--- src/sv/tsdc_pkg.sv ---
// Package for the threshold sparsifier with error feedback and delta coding.
// Holds the field widths, register indexes and shared types.
// No dependencies.
package tsdc_pkg;

    localparam int VALUE_BITS    = 32;
    localparam int POSITION_BITS = 31;
    localparam int CODE_BITS     = POSITION_BITS + 1;
    localparam int CFG_IDX_BITS  = 2;

    typedef logic signed [VALUE_BITS-1:0] t_value;
    typedef logic        [VALUE_BITS-2:0] t_pos_thresh;
    typedef logic        [POSITION_BITS-1:0] t_position;
    typedef logic        [CODE_BITS-1:0] t_code;
    typedef logic        [CFG_IDX_BITS-1:0] t_cfg_index;

    localparam t_cfg_index CFG_POSITIVE_THRESHOLD = 2'd0;
    localparam t_cfg_index CFG_NEGATIVE_THRESHOLD = 2'd1;
    localparam t_cfg_index CFG_DELTA_MODE         = 2'd2;

    // Clamp a value one bit wider than the format back into the signed range.
    function automatic t_value sat_narrow(input logic signed [VALUE_BITS:0] x);
        t_value res;
        if (x[VALUE_BITS] != x[VALUE_BITS-1]) begin
            res = x[VALUE_BITS] ? {1'b1, {(VALUE_BITS-1){1'b0}}}
                                : {1'b0, {(VALUE_BITS-1){1'b1}}};
        end else begin
            res = x[VALUE_BITS-1:0];
        end
        return res;
    endfunction

endpackage

--- src/sv/threshold_sparsifier_delta_coder.sv ---
// The result passes through a sum stage and then a decision stage, both registered.
// Throughput: one element per cycle; the pipeline stalls only when the result is not taken.
// The saturating add is registered before the threshold compare and subtract.
// Reset (synchronous, active low) empties the pipeline, clears the last sent position
// and returns the thresholds and delta mode to their defaults.
module threshold_sparsifier_delta_coder (
    input  logic                          i_clk,
    input  logic                          i_rst_n,
    input  logic                          i_in_valid,
    output logic                          o_in_ready,
    input  tsdc_pkg::t_value              i_gradient_value,
    input  tsdc_pkg::t_value              i_error_value,
    input  tsdc_pkg::t_position           i_element_position,
    input  logic                          i_first_of_set,
    output logic                          o_out_valid,
    input  logic                          i_out_ready,
    output tsdc_pkg::t_value              o_new_error,
    output logic                          o_code_valid,
    output tsdc_pkg::t_code               o_code_word,
    input  logic                          i_cfg_valid,
    output logic                          o_cfg_ready,
    input  tsdc_pkg::t_cfg_index          i_cfg_index,
    input  logic [tsdc_pkg::VALUE_BITS-1:0] i_cfg_data
);

    tsdc_pkg::t_pos_thresh r_pos_thresh;
    tsdc_pkg::t_value      r_neg_thresh;
    logic                  r_delta_mode;
    tsdc_pkg::t_position   r_last_pos;

    logic                  r_s1_valid;
    tsdc_pkg::t_value      r_s1_sum;
    tsdc_pkg::t_position   r_s1_pos;
    logic                  r_s1_first;

    logic                  r_out_valid;
    tsdc_pkg::t_value      r_new_error;
    logic                  r_code_valid;
    tsdc_pkg::t_code       r_code_word;

    logic                  adv_s2;
    logic                  adv_s1;

    tsdc_pkg::t_value      n_sum;
    logic                  hit_pos;
    logic                  hit_neg;
    logic                  send;
    tsdc_pkg::t_value      n_err;
    tsdc_pkg::t_position   base_pos;
    tsdc_pkg::t_position   coded_pos;
    tsdc_pkg::t_code       n_code;
    tsdc_pkg::t_position   n_last_pos;

    assign adv_s2      = !r_out_valid || i_out_ready;
    assign adv_s1      = !r_s1_valid || adv_s2;
    assign o_in_ready  = adv_s1;
    assign o_cfg_ready = 1'b1;

    assign o_out_valid  = r_out_valid;
    assign o_new_error  = r_new_error;
    assign o_code_valid = r_code_valid;
    assign o_code_word  = r_code_word;

    // Stage 1: saturating sum of value and carried error.
    always_comb begin
        n_sum = tsdc_pkg::sat_narrow(
            {i_gradient_value[tsdc_pkg::VALUE_BITS-1], i_gradient_value} +
            {i_error_value[tsdc_pkg::VALUE_BITS-1], i_error_value});
    end

    // Stage 2: threshold decision, error update and position coding.
    always_comb begin
        hit_pos = $signed(r_s1_sum) >= $signed({1'b0, r_pos_thresh});
        hit_neg = $signed(r_s1_sum) <= $signed(r_neg_thresh);
        send    = hit_pos || hit_neg;
        if (hit_pos) begin
            n_err = tsdc_pkg::sat_narrow(
                {r_s1_sum[tsdc_pkg::VALUE_BITS-1], r_s1_sum} - {2'b00, r_pos_thresh});
        end else if (hit_neg) begin
            n_err = tsdc_pkg::sat_narrow(
                {r_s1_sum[tsdc_pkg::VALUE_BITS-1], r_s1_sum} -
                {r_neg_thresh[tsdc_pkg::VALUE_BITS-1], r_neg_thresh});
        end else begin
            n_err = r_s1_sum;
        end
        base_pos  = r_s1_first ? '0 : r_last_pos;
        coded_pos = r_delta_mode ? (r_s1_pos - base_pos) : r_s1_pos;
        n_code    = send ? {coded_pos, hit_pos} : '0;
        n_last_pos = send ? r_s1_pos : base_pos;
    end

    always_ff @(posedge i_clk) begin
        if (!i_rst_n) begin
            r_pos_thresh <= '1;
            r_neg_thresh <= {1'b1, {(tsdc_pkg::VALUE_BITS-1){1'b0}}};
            r_delta_mode <= 1'b0;
        end else if (i_cfg_valid) begin
            case (i_cfg_index)
                tsdc_pkg::CFG_POSITIVE_THRESHOLD: begin
                    r_pos_thresh <= i_cfg_data[tsdc_pkg::VALUE_BITS-2:0];
                end
                tsdc_pkg::CFG_NEGATIVE_THRESHOLD: begin
                    r_neg_thresh <= i_cfg_data;
                end
                tsdc_pkg::CFG_DELTA_MODE: begin
                    r_delta_mode <= i_cfg_data[0];
                end
                default: begin
                end
            endcase
        end
    end

    always_ff @(posedge i_clk) begin
        if (!i_rst_n) begin
            r_s1_valid  <= 1'b0;
            r_out_valid <= 1'b0;
            r_last_pos  <= '0;
        end else begin
            if (adv_s1) begin
                r_s1_valid <= i_in_valid;
            end
            if (adv_s2) begin
                r_out_valid <= r_s1_valid;
                if (r_s1_valid) begin
                    r_last_pos <= n_last_pos;
                end
            end
        end
    end

    always_ff @(posedge i_clk) begin
        if (adv_s1 && i_in_valid) begin
            r_s1_sum   <= n_sum;
            r_s1_pos   <= i_element_position;
            r_s1_first <= i_first_of_set;
        end
        if (adv_s2 && r_s1_valid) begin
            r_new_error  <= n_err;
            r_code_valid <= send;
            r_code_word  <= n_code;
        end
    end

endmodule

--- config.mk ---
export PLATFORM = sky130hd
export DESIGN_NAME = threshold_sparsifier_delta_coder
export DESIGN_NICKNAME = d
export VERILOG_FILES = /design/src/sv/tsdc_pkg.sv /design/src/sv/threshold_sparsifier_delta_coder.sv
export SDC_FILE = /design/constraint.sdc
export NUM_CORES = 1
export LEC_CHECK = 0
export BUFFER_PORTS_ARGS = -buffer_cell sky130_fd_sc_hd__buf_2
export CAP_MARGIN = 20
export CORE_MARGIN = 2
export CORE_UTILIZATION = 25
export CTS_CLUSTER_DIAMETER = 150
export DETAILED_ROUTE_END_ITERATION = 10
export GPL_TIMING_DRIVEN = 0
export PLACE_DENSITY_LB_ADDON = 0.25
export SYNTH_ARGS = -nofsm -noshare
export SYNTH_HDL_FRONTEND = slang
export SYNTH_SLANG_ARGS = --single-unit
--- constraint.sdc ---
create_clock -name i_clk -period 6.3 [get_ports i_clk]
set_input_delay 1.89 -clock i_clk [delete_from_list [all_inputs] [get_ports i_clk]]
set_output_delay 1.89 -clock i_clk [all_outputs]
set_load 0.03 [all_outputs]
==> reports/summary.txt <==
STATUS
----------------------------------------------------------------------------------------
Run status ................................................................ finished, final reports clean

SYNTH
----------------------------------------------------------------------------------------
Mapped Cells ..............................................................         1706
Primary flip-flop cell chosen by synthesis mapping ........................     edfxtp_1
Most instantiated library cell after synthesis ............................      nand2_1
Proportion of synthesized chip area in sequential cells ...................        0.376
Netlist area before placement .............................................   0.0155 mm²
Nets in the synthesized netlist ...........................................         1971
Synth warnings ............................................................            0
Area share of the largest cell type after synthesis .......................        0.251
Fraction of synthesis flops using an asynchronous set or reset pin ........            0
Synthesized area per cell .................................................     9.06 µm²
Most common library cells after synthesis ................................. nand2_1, a21oi_1, edfxtp_1
Cells taking the most area after synthesis ................................ edfxtp_1, dfxtp_1, ha_1
Number of different library cells in the post-synthesis netlist ...........           77
Number of flops mapped to enable cells by yosys ...........................          129
Synthesized flop and latch total ..........................................          226
Area leader, netlist ......................................................     edfxtp_1

FLOORPLAN
----------------------------------------------------------------------------------------
Total number of placement rows ............................................           91
I/O pin total .............................................................          203
Placeable Area ............................................................   0.0614 mm²
DIE WIDTH .................................................................       253 µm
Die Span Y ................................................................       253 µm
Initial Utilization .......................................................        0.252
Die area ..................................................................   0.0638 mm²

CRITICAL PATH
----------------------------------------------------------------------------------------
Most frequent cell on the critical path ...................................        buf_4
Signal arrival time at the worst endpoint .................................      5680 ps
Critical path, cell by cell ............................................... buf_2 -> ha_1 -> inv_1 -> fa_1 -> nor2b_1 -> o31ai_1 -> a211oi_1 -> a221o_1 -> nor2_1 -> o311ai_1 -> a2111oi_1 -> a21oi_1 -> buf_4 -> nor2_4 -> buf_4 -> o21ai_1
CP Data Required Time .....................................................      6700 ps
Critical path start-end classification ....................................    in -> reg
Cell type group with the largest total delay on the critical path ......... compound AO/OA/AOI/OAI gates
Maximum cell stage delay along the critical path ..........................       500 ps
Worst Path Max Fanout .....................................................           10
Category of the worst setup path capture point ............................    flip-flop
Highest-delay cell along the critical path ................................     o311ai_1
Kind of launch point of the worst setup path ..............................   input port
CP Buf/Inv Count ..........................................................            4

ROUTING
----------------------------------------------------------------------------------------
Drt initial violations ....................................................          702
Post-detailed-route count of antenna-violating nets .......................            0
Vias per Instance .........................................................         4.85
Vias ......................................................................        13394
Number of remaining DRC errors ............................................            0
Wire length per cell after detailed routing ...............................      18.9 µm
DRT Wirelength ............................................................     52300 µm
First-pass detailed-route iteration total .................................            6

CLOCKING
----------------------------------------------------------------------------------------
Number of buffers inserted for hold repair after clock tree synthesis .....            0
Number of sinks on the clock net ..........................................          226
H-tree depth ..............................................................            1
Buffers from clock root to sink, at most ..................................            3
Total setup buffers inserted after CTS ....................................            0
Clock Latency Late Sink ...................................................       580 ps
Num CTS Buffers ...........................................................           30
Clock root buffer .........................................................    clkbuf_16
Post-cts sizing count .....................................................            0
CTS clock-pin slew for the worst setup and hold paths .....................        60 ps
TritonCTS clock tree ......................................................        built

GRT
----------------------------------------------------------------------------------------
Vias in the first global route ............................................        13511
GRT overflow ..............................................................            0
Initial antenna violation count ...........................................            3
First-pass GRT wire length ................................................     78700 µm
Maximum number of pins on one net before global-route repair ..............           41
Total GRT Usage ...........................................................        0.160

STA
----------------------------------------------------------------------------------------
Transition time of the tightest slew-check pin ............................       847 ps
Clock Skew ................................................................      18.1 ps
Setup repair after global routing missed its margin .......................        false
Number of setup violations in the final report ............................            0
Final max-slew violation count ............................................            0
Portion of the clock cycle consumed by the worst path in the final layout .        0.838
Post-route minimum period .................................................      5280 ps
Max Clk Rate ..............................................................    0.189 GHz
Number of hold violations in the final report .............................            0
Worst max-slew margin expressed relative to the limit .....................        0.428

CELLS AND AREA
----------------------------------------------------------------------------------------
Number of inserted filler cells in the final layout .......................         6562
Synth-to-layout area growth ...............................................        20.2%
Total non-filler cell area in the finished layout .........................   0.0186 mm²
Final Net Count ...........................................................         2209
Share of final-layout standard cells stronger than drive strength 1 .......        0.153

JOB
----------------------------------------------------------------------------------------
Max-capacitance violation count ...........................................            0

POWER
----------------------------------------------------------------------------------------
Pwr Total .................................................................      5280 µW
Reported leakage power ....................................................   0.00754 µW
Worst-case vdd ir drop ....................................................     0.185 mV
Pwr Density ...............................................................   284 mW/mm²

PLACED DESIGN
----------------------------------------------------------------------------------------
Dpl cell area .............................................................   0.0175 mm²
Half-perimeter wire length of the detailed placement result ...............     41900 µm
Number of buffers inserted by port buffering ..............................          201
Routability congestion estimate from global placement .....................        0.909

MIN PATH
----------------------------------------------------------------------------------------
Path type of the worst min-delay path .....................................   reg -> reg

## layout by cell type (no fill, tap or decap), types with 34 or more instances in the layout
cell type  instances
o211ai_1          51
a21o_1            62
nor2_1            71
inv_1            114
clkbuf_1          52
a21oi_1          152
nand3_1           34
xor2_1            37
dfxtp_1           97
nand2b_1          38
buf_2            213
xnor2_1           64
ha_1             126
o21ai_0           74
nand2_1          192
edfxtp_1         129
a21boi_0          37
## through the flow
| stage | utilization | setup slack, ps | setup TNS (ps) | hold WS [ps] | std cells |
|---|---|---|---|---|---|
| 2_1_floorplan | - | 299 | 0 | 441 | 1706 |
| 3_3_place_gp | 0.284 | -1570 | -103530 | 453 | 2697 |
| 3_5_place_dp | 0.286 | 558 | 0 | 461 | 2701 |
| 4_1_cts | 0.302 | 1150 | 0 | 473 | 2757 |
| 5_1_grt | 0.303 | 835 | 0 | 489 | 2759 |
| 6_report | 0.303 | 1020 | 0 | 469 | 2759 |
## cells by family (layout without fill, tap and decap cells)
family	count (synthesis)	after routing	synth area share
muxes	29	29	0.0189
buffers and inverters	190	452	0.0511
other	1	2	0.000243
and+or+nand+nor	452	452	0.139
AOI/OAI and AO/OA	564	564	0.241
adders and majority gates	142	142	0.115
xor gates and xnor gates	102	102	0.0583
DFF	226	226	0.376
## area by class of cell
| cell class | instances | area [µm²] | area share |
|---|---|---|---|
| Buffer | 73 | 345 | 0.0186 |
| Inverter | 117 | 444 | 0.0239 |
| Clock buffer | 38 | 832 | 0.0448 |
| Sequential cell | 226 | 5820 | 0.313 |
| Antenna cell | 1 | 2.50 | 0.000135 |
| Timing Repair Buffer | 206 | 1080 | 0.0584 |
| Tap cell | 790 | 988 | 0.0532 |
| Multi-Input combinational cell | 1290 | 8860 | 0.477 |
| Clock inverter | 18 | 200 | 0.0108 |
## metal layers
layer	global-route usage	vias up	part of all wire
met5	0	-	0.00040
met4	0.0399	4	0.025
met3	0.0212	65	0.047
met2	0.278	356	0.47
met1	0.208	6254	0.46
li1	-	6715	-
## final timing paths
check,from,endpoint,slack [ps],depth (start not counted)
max reg2reg,r_s1_sum[24]$_DFFE_PP_,o_new_error[18]$_DFFE_PP_,2010,12
min,r_neg_thresh[22]$_SDFFE_PN0P_,r_neg_thresh[22]$_SDFFE_PN0P_,470,2
max,i_gradient_value[0],r_s1_sum[22]$_DFFE_PP_,1020,16
min reg2reg,r_neg_thresh[22]$_SDFFE_PN0P_,r_neg_thresh[22]$_SDFFE_PN0P_,470,2
## where the power goes
group	internal [µW]	switching [µW]	total, µW
registers	1730	98.0	1830
clock network	1060	700	1760
logic	632	1060	1690
total	3420	1850	5280
## flip-flops by register name (all words and copies together) (netlist names)
signal	flops
r_s1_sum	32
r_last_pos	31
r_s1_pos	31
r_s1_valid	1
r_pos_thresh	31
r_delta_mode	1
o_code_word	32
o_new_error	32
r_neg_thresh	32
o_out_valid	1
o_code_valid	1
r_s1_first	1
## worst min-delay path: cells and delay by family, from the launching register on
family	cells	cell delay (ps)
AO/OA/AOI/OAI	1	60
flip-flops	1	310
AND/OR/NAND/NOR	1	50
(Power assumes the default switching activity.)
